==> src/rtl/ip6p_pkg.sv <==
// ip6p_pkg: shared constants and types for the ipv6 text address parser
// no dependencies; used by the top level and its checker

package ip6p_pkg;

  localparam int GROUPS  = 8;
  localparam int GROUP_W = 16;
  localparam int DIGIT_W = 4;
  localparam int IDX_W   = $clog2(GROUPS);
  localparam int CHAR_W  = 8;
  localparam int ADDR_W  = GROUPS * GROUP_W;
  localparam int HALF_W  = ADDR_W / 2;

  localparam logic [IDX_W-1:0] IDX_MAX = IDX_W'(GROUPS - 1);

  // character codes
  localparam logic [CHAR_W-1:0] CH_0        = 8'h30;
  localparam logic [CHAR_W-1:0] CH_9        = 8'h39;
  localparam logic [CHAR_W-1:0] CH_COLON    = 8'h3a;
  localparam logic [CHAR_W-1:0] CH_UP_A     = 8'h41;
  localparam logic [CHAR_W-1:0] CH_UP_Z     = 8'h5a;
  localparam logic [CHAR_W-1:0] CH_LO_A     = 8'h61;
  localparam logic [CHAR_W-1:0] CH_LO_F     = 8'h66;
  localparam logic [CHAR_W-1:0] CASE_OFFSET = 8'h20;
  // low nibble of 'a'..'f' is 1..6, so adding this gives 10..15
  localparam logic [DIGIT_W-1:0] ALPHA_ADJ  = 4'd9;

  // parse status codes
  localparam logic STATUS_OK  = 1'b0;
  localparam logic STATUS_ERR = 1'b1;

  typedef logic [GROUPS-1:0][GROUP_W-1:0] grp_arr_t;
  typedef logic [IDX_W-1:0]               grp_idx_t;

endpackage

==> src/rtl/ipv6_text_address_parser_top.sv <==
// Takes one character of an ipv6 address text per item and, on the item marked
// tlast, outputs the 128-bit address in the next cycle. An item is taken in every
// cycle while the output register is empty or being drained; the only limit on
// rate is the single output register, so the sustained rate is one character
// per cycle while a result is not held in that register by a stalled receiver.
// Upper case is folded, groups wrap at 16 bits, one '::' gap is right-aligned;
// a bad character, a ninth group or a second gap gives status 1 and a zero address.
// depends on ip6p_pkg

module ipv6_text_address_parser_top (
  input  logic         clk,
  input  logic         rst_n,
  input  logic         in_tvalid,
  output logic         in_tready,
  input  logic [7:0]   in_tdata,   // [7:0] char_in
  input  logic         in_tlast,   // last_char
  output logic         out_tvalid,
  input  logic         out_tready,
  output logic [127:0] out_tdata,  // [63:0] addr_high, [127:64] addr_low
  output logic [0:0]   out_tuser   // [0] parse_status
);

  ip6p_pkg::grp_arr_t grp_r, grp_nxt;
  ip6p_pkg::grp_idx_t idx_r, idx_nxt;
  ip6p_pkg::grp_idx_t gap_pos_r, gap_pos_nxt;
  ip6p_pkg::grp_idx_t shift_amt;
  logic prev_colon_r, prev_colon_nxt;
  logic gap_r, gap_nxt;
  logic err_r, err_nxt;

  logic [ip6p_pkg::CHAR_W-1:0]  lc;
  logic                         is_dec, is_alpha;
  logic [ip6p_pkg::DIGIT_W-1:0] digit;

  logic [ip6p_pkg::ADDR_W-1:0]  head, tail, words, addr;
  logic [ip6p_pkg::ADDR_W-1:0]  out_data_r, out_data_nxt;
  logic                         out_status_r, out_status_nxt;
  logic                         out_valid_r;
  logic                         accept;

  assign in_tready = !out_valid_r || out_tready;
  assign accept    = in_tvalid && in_tready;

  // character decode and state update
  always_comb begin
    lc = in_tdata;
    if (in_tdata inside {[ip6p_pkg::CH_UP_A:ip6p_pkg::CH_UP_Z]}) begin
      lc = in_tdata + ip6p_pkg::CASE_OFFSET;
    end
    is_dec   = lc inside {[ip6p_pkg::CH_0:ip6p_pkg::CH_9]};
    is_alpha = lc inside {[ip6p_pkg::CH_LO_A:ip6p_pkg::CH_LO_F]};
    digit    = is_dec ? lc[ip6p_pkg::DIGIT_W-1:0]
                      : lc[ip6p_pkg::DIGIT_W-1:0] + ip6p_pkg::ALPHA_ADJ;

    grp_nxt        = grp_r;
    idx_nxt        = idx_r;
    gap_pos_nxt    = gap_pos_r;
    prev_colon_nxt = prev_colon_r;
    gap_nxt        = gap_r;
    err_nxt        = err_r;

    if (!err_r) begin
      if (is_dec || is_alpha) begin
        prev_colon_nxt = 1'b0;
        grp_nxt[idx_r] = {grp_r[idx_r][ip6p_pkg::GROUP_W-ip6p_pkg::DIGIT_W-1:0], digit};
      end else if (prev_colon_r && gap_r) begin
        err_nxt = 1'b1;
      end else begin
        if (prev_colon_r) begin
          gap_nxt     = 1'b1;
          gap_pos_nxt = idx_r;
        end
        prev_colon_nxt = 1'b1;
        if (lc != ip6p_pkg::CH_COLON || idx_r == ip6p_pkg::IDX_MAX) begin
          err_nxt = 1'b1;
        end else begin
          idx_nxt = idx_r + 1'b1;
        end
      end
    end
  end

  // address assembly: groups before the gap stay, groups after it move up
  always_comb begin
    head = '0;
    tail = '0;
    for (int j = 0; j < ip6p_pkg::GROUPS; j++) begin
      if (ip6p_pkg::IDX_W'(j) < gap_pos_nxt) begin
        head[j*ip6p_pkg::GROUP_W +: ip6p_pkg::GROUP_W] = grp_nxt[j];
      end
      if (ip6p_pkg::IDX_W'(j) > gap_pos_nxt) begin
        tail[j*ip6p_pkg::GROUP_W +: ip6p_pkg::GROUP_W] = grp_nxt[j];
      end
    end
    shift_amt = ip6p_pkg::IDX_MAX - idx_nxt;
    if (gap_nxt) begin
      words = head | (tail << (shift_amt * ip6p_pkg::GROUP_W));
    end else begin
      words = grp_nxt;
    end

    // group 0 goes to the most significant end
    addr = '0;
    for (int j = 0; j < ip6p_pkg::GROUPS; j++) begin
      addr[ip6p_pkg::ADDR_W-1-j*ip6p_pkg::GROUP_W -: ip6p_pkg::GROUP_W] =
        words[j*ip6p_pkg::GROUP_W +: ip6p_pkg::GROUP_W];
    end

    if (err_nxt) begin
      out_data_nxt   = '0;
      out_status_nxt = ip6p_pkg::STATUS_ERR;
    end else begin
      out_data_nxt   = {addr[ip6p_pkg::HALF_W-1:0], addr[ip6p_pkg::ADDR_W-1:ip6p_pkg::HALF_W]};
      out_status_nxt = ip6p_pkg::STATUS_OK;
    end
  end

  always_ff @(posedge clk) begin
    if (!rst_n) begin
      grp_r        <= '0;
      idx_r        <= '0;
      gap_pos_r    <= '0;
      prev_colon_r <= 1'b0;
      gap_r        <= 1'b0;
      err_r        <= 1'b0;
    end else if (accept) begin
      if (in_tlast) begin
        grp_r        <= '0;
        idx_r        <= '0;
        gap_pos_r    <= '0;
        prev_colon_r <= 1'b0;
        gap_r        <= 1'b0;
        err_r        <= 1'b0;
      end else begin
        grp_r        <= grp_nxt;
        idx_r        <= idx_nxt;
        gap_pos_r    <= gap_pos_nxt;
        prev_colon_r <= prev_colon_nxt;
        gap_r        <= gap_nxt;
        err_r        <= err_nxt;
      end
    end
  end

  always_ff @(posedge clk) begin
    if (!rst_n) begin
      out_valid_r <= 1'b0;
    end else if (accept && in_tlast) begin
      out_valid_r <= 1'b1;
    end else if (out_tready) begin
      out_valid_r <= 1'b0;
    end
  end

  always_ff @(posedge clk) begin
    if (accept && in_tlast) begin
      out_data_r   <= out_data_nxt;
      out_status_r <= out_status_nxt;
    end
  end

  assign out_tvalid = out_valid_r;
  assign out_tdata  = out_data_r;
  assign out_tuser  = out_status_r;

endmodule

==> config.mk <==
export PLATFORM = sky130hd
export DESIGN_NAME = ipv6_text_address_parser_top
export DESIGN_NICKNAME = d
export VERILOG_FILES = /design/src/rtl/ip6p_pkg.sv /design/src/rtl/ipv6_text_address_parser_top.sv
export SDC_FILE = /design/constraint.sdc
export NUM_CORES = 1
export LEC_CHECK = 0
export BUFFER_PORTS_ARGS = -buffer_cell sky130_fd_sc_hd__buf_4
export CORE_MARGIN = 2
export CORE_UTILIZATION = 55
export CTS_CLUSTER_SIZE = 30
export DETAILED_ROUTE_END_ITERATION = 6
export GPL_ROUTABILITY_DRIVEN = 1
export PLACE_DENSITY = 0.75
export SLEW_MARGIN = 10
export SYNTH_ARGS = -nofsm -noshare
export SYNTH_HDL_FRONTEND = slang
export SYNTH_SLANG_ARGS = --single-unit
export TNS_END_PERCENT = 20
==> constraint.sdc <==
create_clock -name clk -period 5.9 [get_ports clk]
set_input_delay 0.885 -clock clk [delete_from_list [all_inputs] [get_ports clk]]
set_output_delay 0.885 -clock clk [all_outputs]
set_load 0.01 [all_outputs]
=== Yosys cells after proc, flatten, opt, wreduce, memory -nomap -nowiden ===
Index checks and enable logic that the tools add are counted.

* Add/subtract/negate cells: 4
* $lt $le $gt $ge: 24
* Equality and inequality tests: 4
* Shift operators: 1
* Muxes and demuxes: 54
* Bitwise operators: 1
* Reduce and logical (&&, ||, !) cells: 13

{| class="wikitable"
|+ Operator list
! operator !! count
|-
| $mux W128 || 4
|-
| $mux W16 || 17
|-
| $bwmux W128 || 1
|-
| $or A128 B128 Y128 || 1
|-
| $shl A128 B7 Y128 || 1
|-
| $bmux W16 S3 || 1
|-
| $demux W16 S3 || 1
|-
| $mux W3 || 10
|-
| $mux W1 || 17
|-
| $ge A8 B7 Y1 const B || 2
|-
| $le A8 B7 Y1 const B || 2
|-
| $gt A3 B3 Y1 const A || 4
|-
| $lt A3 B3 Y1 const A || 4
|-
| $mux W12 || 1
|-
| $add A8 B6 Y8 const B || 1
|-
| $ge A8 B6 Y1 const B || 1
|-
| $le A8 B6 Y1 const B || 1
|-
| $mux W8 || 1
|-
| $ne A8 B6 Y1 const B || 1
|-
| $logic_and A1 B1 Y1 || 7
|-
| $gt A1 B3 Y1 const A || 2
|-
| $gt A2 B3 Y1 const A || 2
|-
| $lt A1 B3 Y1 const A || 2
|-
| $lt A2 B3 Y1 const A || 2
|-
| 13 further kinds || 15
|}

* Register bits: 267
* Bits of input ports: 13
* Output and inout port bits: 131

=== Depth between registers and ports, before layout ===
Gate-level depths: netlist of run 1.

* Depth after elaboration: 13
* Depth in mapped cells: 15
* Gate-level depth less buffers: 12

=== Worst setup path before layout of run 1 ===
Ideal clock, no wire load.

* Path kind: input to register
* From: input port out_tready
* To: register out_data_r (netlist bit out_tdata[0]) (enable)
* Library setup time: 0.482 ns
* Arrival time: 4.054 ns
* Path slack: 1.364 ns
* Stages: 5
* Cells stage by stage: nand2b_1 and2_1 clkbuf_1 nand2_1 inv_1

* Word-level cells in the longest chain between the ends: 3

{| class="wikitable"
|+ Ends and longest elaborated chain
! item !! line !! text
|-
| start: declaration || ipv6_text_address_parser_top.sv:18 || <nowiki>input logic out_tready,</nowiki>
|-
| $logic_or A1 B1 Y1 || ipv6_text_address_parser_top.sv:41 || <nowiki>assign in_tready = !out_valid_r || out_tready;</nowiki>
|-
| $logic_and A1 B1 Y1 || ipv6_text_address_parser_top.sv:42 || <nowiki>assign accept = in_tvalid && in_tready;</nowiki>
|-
| $logic_and A1 B1 Y1 || ipv6_text_address_parser_top.sv:156 || <nowiki>if (accept && in_tlast) begin</nowiki>
|-
| end signal: assignment || ipv6_text_address_parser_top.sv:157 || <nowiki>out_data_r <= out_data_nxt;</nowiki>
|-
| end: declaration || ipv6_text_address_parser_top.sv:36 || <nowiki>logic [ip6p_pkg::ADDR_W-1:0] out_data_r, out_data_nxt;</nowiki>
|}

Every way passes these cells.
A chain may end at the register's enable or synchronous reset.

=== Worst setup path after layout of run 1 ===
* From: input port in_tdata[0]
* To: register out_data_r (netlist bit out_tdata[72]), data pin

* Word-level cells in the longest chain between the ends: 13
* Elaborated cells on any way between the ends: 50
* Classes of those cells: add/sub (2); order compare (15); eq/ne (1); shift (1); mux (25); bitwise (1); reduce/logical (5)

{| class="wikitable"
|+ Ends and longest elaborated chain
! item !! line !! text
|-
| start: declaration || ipv6_text_address_parser_top.sv:15 || <nowiki>input logic [7:0] in_tdata,</nowiki>
|-
| $ge A8 B7 Y1 or $le A8 B7 Y1 (tied branches) || ipv6_text_address_parser_top.sv:47 || <nowiki>if (in_tdata inside {[ip6p_pkg::CH_UP_A:ip6p_pkg::CH_UP_Z]}) begin</nowiki>
|-
| $logic_and A1 B1 Y1 || ipv6_text_address_parser_top.sv:47 ||
|-
| $mux W8 (*) || ipv6_text_address_parser_top.sv:47 ||
|-
| $ge A8 B6 Y1 (tied with other cells) || ipv6_text_address_parser_top.sv:50 || <nowiki>is_dec = lc inside {[ip6p_pkg::CH_0:ip6p_pkg::CH_9]};</nowiki>
|-
| $logic_and A1 B1 Y1 (tied with other cells) || ipv6_text_address_parser_top.sv:50 ||
|-
| $logic_or A1 B1 Y1 or $mux W3 (tied branches) || ipv6_text_address_parser_top.sv:63, ipv6_text_address_parser_top.sv:74 ||
|-
| $mux W3 (on tied branches) || ipv6_text_address_parser_top.sv:63, ipv6_text_address_parser_top.sv:66 ||
|-
| $mux W3 (on tied branches) || ipv6_text_address_parser_top.sv:62, ipv6_text_address_parser_top.sv:63 ||
|-
| $gt A1 B3 Y1 (tied with other cells) || ipv6_text_address_parser_top.sv:91 || <nowiki>if (ip6p_pkg::IDX_W'(j) > gap_pos_nxt) begin</nowiki>
|-
| $mux W16 or $sub A3 B3 Y3 (tied branches) || ipv6_text_address_parser_top.sv:91, ipv6_text_address_parser_top.sv:95 ||
|-
| $shl A128 B7 Y128 || ipv6_text_address_parser_top.sv:97 || <nowiki>words = head | (tail << (shift_amt * ip6p_pkg::GROUP_W));</nowiki>
|-
| $or A128 B128 Y128 || ipv6_text_address_parser_top.sv:97 ||
|-
| $mux W128 || ipv6_text_address_parser_top.sv:96 || <nowiki>if (gap_nxt) begin</nowiki>
|}

Every way passes the cells marked *; elsewhere a longest branch is shown, timed or not.

==> results of run 1 <==
[critical path: stages]
cell                        delay [ps]
sky130_fd_sc_hd__buf_4             100
sky130_fd_sc_hd__inv_1              70
sky130_fd_sc_hd__ha_1              240
sky130_fd_sc_hd__nor3b_1           160
sky130_fd_sc_hd__nand2b_1          140
sky130_fd_sc_hd__or4_1             630
sky130_fd_sc_hd__a21o_4            400
sky130_fd_sc_hd__a211oi_4          660
sky130_fd_sc_hd__o211ai_1          350
sky130_fd_sc_hd__buf_4             310
sky130_fd_sc_hd__o22ai_1           160
sky130_fd_sc_hd__nor3_1             70
sky130_fd_sc_hd__a2111oi_0         740
[path summary, 6_finish.rpt]
path	endpoint	depth (start not counted)	slack (ps)
setup / recovery	out_tdata[72]	13	1210
hold / removal	grp_r[13]	2	540
setup reg to reg	out_tdata[72]	11	1400
hold reg to reg	grp_r[13]	2	540
[kinds of logic after synthesis]
group           count (synthesis)
compound gates                533
xor+xnor                        4
fa+ha+maj                       7
buf+inv                       159
flops                         267
mux                           171
simple gates                  527
[cell type report]
type / count / area, sq um
sequential: 267 / 6640
tap: 378 / 473
clock inverter: 11 / 86.3
inverter: 16 / 62.6
multi-input combinational: 1242 / 8480
timing repair buffer: 215 / 1630
clock buffer: 42 / 851
fill: 2339 / 9790
[registers in the layout, indices dropped and copies added, names as in the netlist]
| name | flops |
|---|---|
| out_tdata | 128 |
| err_r | 1 |
| prev_colon_r | 1 |
| gap_pos_r | 3 |
| gap_r | 1 |
| idx_r | 3 |
| grp_r | 128 |
| out_tuser | 1 |
| out_tvalid | 1 |
[through the flow]
step                 util  instances  worst slack [ps]  cell area [sq um]  hold WS, ps
floorplan               -       1668              1360              15800          472
global placement    0.617       2118               759              17300          498
detailed placement  0.617       2118               798              17300          518
CTS                 0.650       2171              1360              18200          533
global route        0.650       2171              1020              18200          576
finish              0.650       2171              1210              18200          537
[report_power, final]
group	total [mW]	leakage, nW	switching, mW	internal (mW)
logic	0.328	3.27	0.233	0.0949
clock network	1.81	0.459	0.774	1.04
registers	1.98	2.36	0.0139	1.97
total	4.13	6.08	1.02	3.10
[per-layer routing]
| layer | up-vias | part of all wire | GRT usage |
|---|---|---|---|
| met5 | - | 0 | 0 |
| met4 | 0 | 0.082 | 0.269 |
| met3 | 367 | 0.13 | 0.100 |
| met2 | 1339 | 0.42 | 0.623 |
| met1 | 7361 | 0.37 | 0.544 |
| li1 | 6538 | - | - |
[synthesized netlist by cell type, drive strengths merged, types with 11 or more instances]
| library cell | n |
|---|---|
| o32ai | 25 |
| and2 | 63 |
| o211ai | 18 |
| a22oi | 82 |
| mux2 | 43 |
| o22ai | 81 |
| dfxtp | 138 |
| edfxtp | 129 |
| nand3 | 12 |
| inv | 15 |
| nand2b | 13 |
| mux4 | 12 |
| o221ai | 18 |
| mux2i | 116 |
| a2111oi | 11 |
| clkbuf | 90 |
| nor2b | 79 |
| o21ai | 153 |
| nand2 | 147 |
| o22a | 12 |
| buf | 53 |
| nor2 | 109 |
| nor3 | 67 |
| a2bb2oi | 12 |
| a21oi | 46 |
| a221oi | 12 |
[cells in the final DEF, fill, tap and decap left out, types with 19 or more instances in the layout]
master | netlist | routed
sky130_fd_sc_hd__a21oi_1 | 44 | 44
sky130_fd_sc_hd__a22oi_1 | 82 | 82
sky130_fd_sc_hd__and2_1 | 63 | 63
sky130_fd_sc_hd__buf_4 | 9 | 214
sky130_fd_sc_hd__clkbuf_16 | 0 | 31
sky130_fd_sc_hd__dfxtp_1 | 138 | 138
sky130_fd_sc_hd__edfxtp_1 | 129 | 129
sky130_fd_sc_hd__mux2_2 | 43 | 43
sky130_fd_sc_hd__mux2i_1 | 115 | 115
sky130_fd_sc_hd__nand2_1 | 147 | 145
sky130_fd_sc_hd__nor2_1 | 109 | 107
sky130_fd_sc_hd__nor2b_1 | 78 | 78
sky130_fd_sc_hd__nor3_1 | 66 | 64
sky130_fd_sc_hd__o21ai_0 | 131 | 131
sky130_fd_sc_hd__o21ai_1 | 21 | 19
sky130_fd_sc_hd__o22ai_1 | 80 | 80
sky130_fd_sc_hd__o32ai_1 | 23 | 23
==> out/results.ini, run 1 <==
[status]
outcome = finished, violations left
violated_checks = DRC

[global_routing]
grt_pass1_vias = 15000
grt_max_degree = 110
grt_pass1_wl_um = 95100
groute.usage.overall = 0.417
grt.overflow.total = 0
antenna_found_initial = 0

[timing]
max_freq_mhz = 213
finalSetupViolCount = 0
slew_viol_final = 0
report.final.hold_viol_count = 0
setup_repair_after_global_routing_missed_its_margin = no
min_period_over_period = 0.795
worst_pin_slew_ps = 1230
worst_clock_skew_ps = 13.7
final.min_clock_period_ps = 4690
final_tns_setup_ps = 0
relative_slew_slack = 0.177

[clock_tree]
numCtsBuffers = 29
clock_latency_ps = 570
clk_pin_slew_worst_paths_ps = 70
clock_sinks = 267
cts-root-buf = sky130_fd_sc_hd__clkbuf_16
cts.hold.buffers_added = 0
tritoncts = done
max-clock-path-buffers = 3
post_cts.resized_instances = 0
post-cts-setup-buffer-count = 0
cts.htree.levels = 1

[yosys]
post_synth_inst_count = 1668
synth.mux.area_fraction = 0.122
synth_xor_area_frac = 0.00222
synth_top_area_share = 0.246
syn_area_per_cell_sq_um = 9.45
compound_cell_area_share_of_the_yosys_netlist = 0.237
post_synth_num_cell_types = 84
syn-num-nets = 1688
synth_edf_count = 129
synth_top_family_by_area = compound AO/OA/AOI/OAI gates
async_reset_ff_frac = 0
synth.top_cells.by_area = sky130_fd_sc_hd__edfxtp_1 25%, sky130_fd_sc_hd__dfxtp_1 18%, sky130_fd_sc_hd__mux2i_1 7.3%
synth-adder-area-share = 0.00556
post_synthesis_instance_area_sq_mm = 0.0158
synth_area_leader_cell = sky130_fd_sc_hd__edfxtp_1
yosysSeqAreaShare = 0.421
number_of_warnings_reported_in_the_yosys_synthesis_log = 0
post_synth_and_or_nand_nor_area_fraction = 0.167
synthFlopType = sky130_fd_sc_hd__dfxtp_1
postSynthRegisterBits = 267

[final_layout]
fraction_of_layout_cells_with_a_size_suffix_above_1 = 0.206
num-nets-final = 1791
area_delta_synth_final_pct = 15.6
antenna_cells = 0

[floorplanning]
initial_core_util = 0.563
placementRows = 61
floorplan.die_area_sq_mm = 0.0300
io_pins = 144
die_w_um = 173
design.core.area_sq_mm = 0.0280
die-height_um = 173

[power_and_ir_drop]
irDropWorstVdd_mv = 0.221
power_per_cell_area_mw_per_mm2 = 226
p_leak_nw = 6.08
total_power_mw = 4.13

[worst_setup_path]
critPathArrivalTime_ps = 4940
critical_path.endpoint_type = register
crit_type = in2reg
crit_start = in_tdata[0]
start_kind = input port
timing.critical_path.required_ps = 6150
reg2reg_from = idx_r[0]
critical_path.max_fanout = 23

[detailed_routing]
routed-via-count = 15600
drt_first_iter_violations = 2440
detail_route.first_pass.iterations = 7
viasPerCell = 7.19
wire_per_inst_um = 29.6
drc = 1
ant_nets = 0
drt_wl_total_um = 64200

[worst_hold_path]
beginning_of_the_worst_hold_path = grp_r[13]
hp-class = reg2reg

[placed_design]
io_buffers = 143
gp_routability_congestion = 1.06
detailedPlacementHpwl_um = 43100

[flow_run]
drv.max_cap_violation_count = 0

Note: power is estimated with default switching activity, not from simulation.
==> run 2, diff against run 1 <==
--- a/config.mk
+++ b/config.mk
@@ -5,13 +5,14 @@
 export SDC_FILE = /design/constraint.sdc
 export NUM_CORES = 1
 export LEC_CHECK = 0
+export ABC_AREA = 1
 export BUFFER_PORTS_ARGS = -buffer_cell sky130_fd_sc_hd__buf_4
 export CORE_MARGIN = 2
 export CORE_UTILIZATION = 55
 export CTS_CLUSTER_SIZE = 30
 export DETAILED_ROUTE_END_ITERATION = 6
 export GPL_ROUTABILITY_DRIVEN = 1
-export PLACE_DENSITY = 0.75
+export PLACE_DENSITY = 0.77
 export SLEW_MARGIN = 10
 export SYNTH_ARGS = -nofsm -noshare
 export SYNTH_HDL_FRONTEND = slang
==> constraint.sdc (replaced) <==
create_clock -name clk -period 4.1 [get_ports clk]
set_input_delay 0.615 -clock clk [delete_from_list [all_inputs] [get_ports clk]]
set_output_delay 0.615 -clock clk [all_outputs]
set_load 0.01 [all_outputs]
==> run 2 against run 1 <==
Against the previous run:
- the flow now finishes without violations
- combinational power increased by 85%
- register-to-register slack lost 1300 ps
- non-clock buffer count increased by 93
- largest cell class unchanged
- largest power group is now the clock network
- clock power is 61% higher
- global-route usage rose by 7.0 points
- worst hold slack lost 230 ps
==> out/results.ini, run 2 <==
[timing]
relative_slew_slack = 0.213  ; +0.0350
report.final.hold_viol_count = 0  ; unchanged
finalSetupViolCount = 0  ; unchanged
setup_repair_after_global_routing_missed_its_margin = no
worst_clock_skew_ps = 12.3  ; -1.42 ps
worst_pin_slew_ps = 1170  ; -64.7 ps
min_period_over_period = 0.977
whs_ps = 305  ; -231 ps
fin_ws_ps = 93.7  ; -1120 ps
final_tns_setup_ps = 0  ; unchanged
final.min_clock_period_ps = 4010
slew_viol_final = 0  ; unchanged
max_freq_mhz = 250

[clock_tree]
post-cts-setup-buffer-count = 0  ; unchanged
max-clock-path-buffers = 3  ; unchanged
tritoncts = done
cts.htree.levels = 1  ; unchanged
post_cts.resized_instances = 0  ; unchanged
clock_latency_ps = 580  ; about the same
clock_sinks = 267  ; unchanged
clk_pin_slew_worst_paths_ps = 60  ; about the same
cts-root-buf = sky130_fd_sc_hd__clkbuf_16
numCtsBuffers = 29  ; unchanged
cts.hold.buffers_added = 0  ; unchanged

[yosys]
post_synth_inst_count = 2469  ; +48%
synth_top_area_share = 0.231  ; -0.0146
syn-num-nets = 2489  ; +47%
post_synthesis_instance_area_sq_mm = 0.0168  ; +6.3%
post_synth_num_cell_types = 41  ; -51%
synthFlopType = sky130_fd_sc_hd__dfxtp_1
yosysSeqAreaShare = 0.396  ; -0.0251
synth_area_leader_cell = sky130_fd_sc_hd__edfxtp_1
synth.top_cells.by_area = sky130_fd_sc_hd__edfxtp_1 23%, sky130_fd_sc_hd__nand2_1 19%, sky130_fd_sc_hd__dfxtp_1 16%
synth_edf_count = 129  ; unchanged
async_reset_ff_frac = 0  ; unchanged
postSynthRegisterBits = 267  ; unchanged
syn_area_per_cell_sq_um = 6.79  ; -28%
number_of_warnings_reported_in_the_yosys_synthesis_log = 0  ; unchanged
ys_top_cells_by_count = 848 x sky130_fd_sc_hd__nand2_1, 299 x sky130_fd_sc_hd__nand3_1, 275 x sky130_fd_sc_hd__a21oi_1
most_used_standard_cell_by_instance_count_after_synthesis = sky130_fd_sc_hd__nand2_1

[power_and_ir_drop]
internal_power_mw = 4.74  ; +53%
combinationalPowerShare = 0.095  ; +0.016
power_per_cell_area_mw_per_mm2 = 317  ; +40%
seqPwrFrac = 0.447  ; -0.034
clock_power_share = 0.458  ; +0.018
switching_power_mw = 1.64  ; +61%
p_leak_nw = 7.69  ; +26%
total_power_mw = 6.38  ; +55%
power_switching_share = 0.257  ; +0.00995
irDropWorstVdd_mv = 0.335  ; +52%

[floorplanning]
initial_core_util = 0.562  ; about the same
io_pins = 144  ; unchanged
placementRows = 63  ; +3.3%
die_w_um = 179  ; +3.0%
floorplan.die_area_sq_mm = 0.0319  ; +6.2%
design.core.area_sq_mm = 0.0298  ; +6.4%
die-height_um = 179  ; +3.0%

[final_layout]
layout.cells.most_common_list = 847 x sky130_fd_sc_hd__nand2_1, 298 x sky130_fd_sc_hd__nand3_1, 282 x sky130_fd_sc_hd__buf_4
finish.instance_area_sq_mm = 0.0202  ; +11%
layout_commonest_cell = sky130_fd_sc_hd__nand2_1
area_delta_synth_final_pct = 20.2
num-nets-final = 2642  ; +48%
fraction_of_layout_cells_with_a_size_suffix_above_1 = 0.169  ; -0.0364
layout.cells.non_filler = 3036  ; +40%
final_core_util = 0.676  ; +0.0259

[worst_setup_path]
crit_type = reg2reg
critical_path.endpoint_type = register
reg2reg_setup_slack_ps = 90  ; -1310 ps
critPathArrivalTime_ps = 4350  ; -590 ps
timing.critical_path.required_ps = 4440  ; -1710 ps
critical_path.max_fanout = 9  ; -61%
start_kind = register

[placed_design]
gp_routability_congestion = 1.08  ; +2.0%
post-place-ws_ps = -186  ; -984 ps
dp.cells = 2981  ; +41%
placed_area_sq_mm = 0.0191  ; +10%
detailedPlacementHpwl_um = 55400  ; +29%
io_buffers = 143  ; unchanged

[worst_hold_path]
hp-class = in2reg

[global_routing]
grt_max_degree = 91  ; -17%
antenna_found_initial = 0  ; unchanged
grt_pass1_vias = 17700  ; +18%
groute.usage.overall = 0.487  ; +0.0703
grt.overflow.total = 0  ; unchanged
grt_pass1_wl_um = 114000  ; +20%

[detailed_routing]
wire_per_inst_um = 25.9  ; -12%
ant_nets = 0  ; unchanged
drt_wl_total_um = 78700  ; +23%
detail_route.first_pass.iterations = 7  ; unchanged
drt_first_iter_violations = 3506  ; +44%
drc = 0  ; -1
viasPerCell = 6.51  ; -9.5%
routed-via-count = 19800  ; +27%

[status]
outcome = finished clean

[flow_run]
drv.max_cap_violation_count = 0  ; unchanged

==> run 2: cell types whose count changed after synthesis, sizes merged, moves of 79 or more <==
cell   before  now
mux2i     116    1
a22oi      82    0
nand3      12  308
inv        15  129
nand2     147  884
nor2b      79    0
a21oi      46  276
==> run 2: cells by family after synthesis <==
kind of cell	after synthesis	share of synthesized area
and+or+nand+nor	1404	0.365
AOI/OAI and AO/OA	472	0.152
buffers and inverters	315	0.0798
DFF	267	0.396
adders and majority gates	7	0.00523
xor gates and xnor gates	3	0.00157
muxes	1	0.000597
==> run 2: final cells by class <==
cell class,instances,area (sq um)
multi-input combinational,1887,8840
tap,390,488
clock inverter,11,171
fill,2550,9640
antenna,1,2.50
sequential,267,6640
inverter,129,488
clock buffer,43,882
timing repair buffer,308,2640
==> run 2: worst paths after layout <==
kind              startpoint              to  cells past startpoint
setup / recovery    idx_r[0]  out_tdata[103]                     15
hold / removal         rst_n      out_tvalid                      3
setup reg to reg    idx_r[0]  out_tdata[103]                     15
hold reg to reg    grp_r[35]       grp_r[35]                      2
==> run 2: metal layers <==
layer  global-route usage  wire length (um)
met5                    0                 0
met4                0.310              6450
met3                0.179             13000
met2                0.694             31800
met1                0.621             27500
==> run 2: critical path, cell delays in order (launching register included) <==
cell                      delay [ps]
sky130_fd_sc_hd__dfxtp_1         530
sky130_fd_sc_hd__inv_1           190
sky130_fd_sc_hd__nand3_1         400
sky130_fd_sc_hd__buf_4           260
sky130_fd_sc_hd__o22ai_1          80
sky130_fd_sc_hd__nor2_1          120
sky130_fd_sc_hd__nand4_1         230
sky130_fd_sc_hd__inv_1           170
sky130_fd_sc_hd__nand4_1         100
sky130_fd_sc_hd__nand2_1         160
sky130_fd_sc_hd__nand4_1         430
sky130_fd_sc_hd__inv_1           380
sky130_fd_sc_hd__nand3_1         110
sky130_fd_sc_hd__a21oi_1         200
sky130_fd_sc_hd__nand2_1          70
sky130_fd_sc_hd__a21oi_1         330
==> run 2: power by group through the flow <==
stage | Sequential, mW | Combinational [mW] | Clock, mW
final | 2.86 | 0.607 | 2.92
after global routing | 2.86 | 0.618 | 3.00
after CTS | 2.86 | 0.578 | 2.90
after detailed placement | 2.91 | 0.576 | 0
after global placement | 2.91 | 0.571 | 0
after floorplan | 2.93 | 0.278 | 0
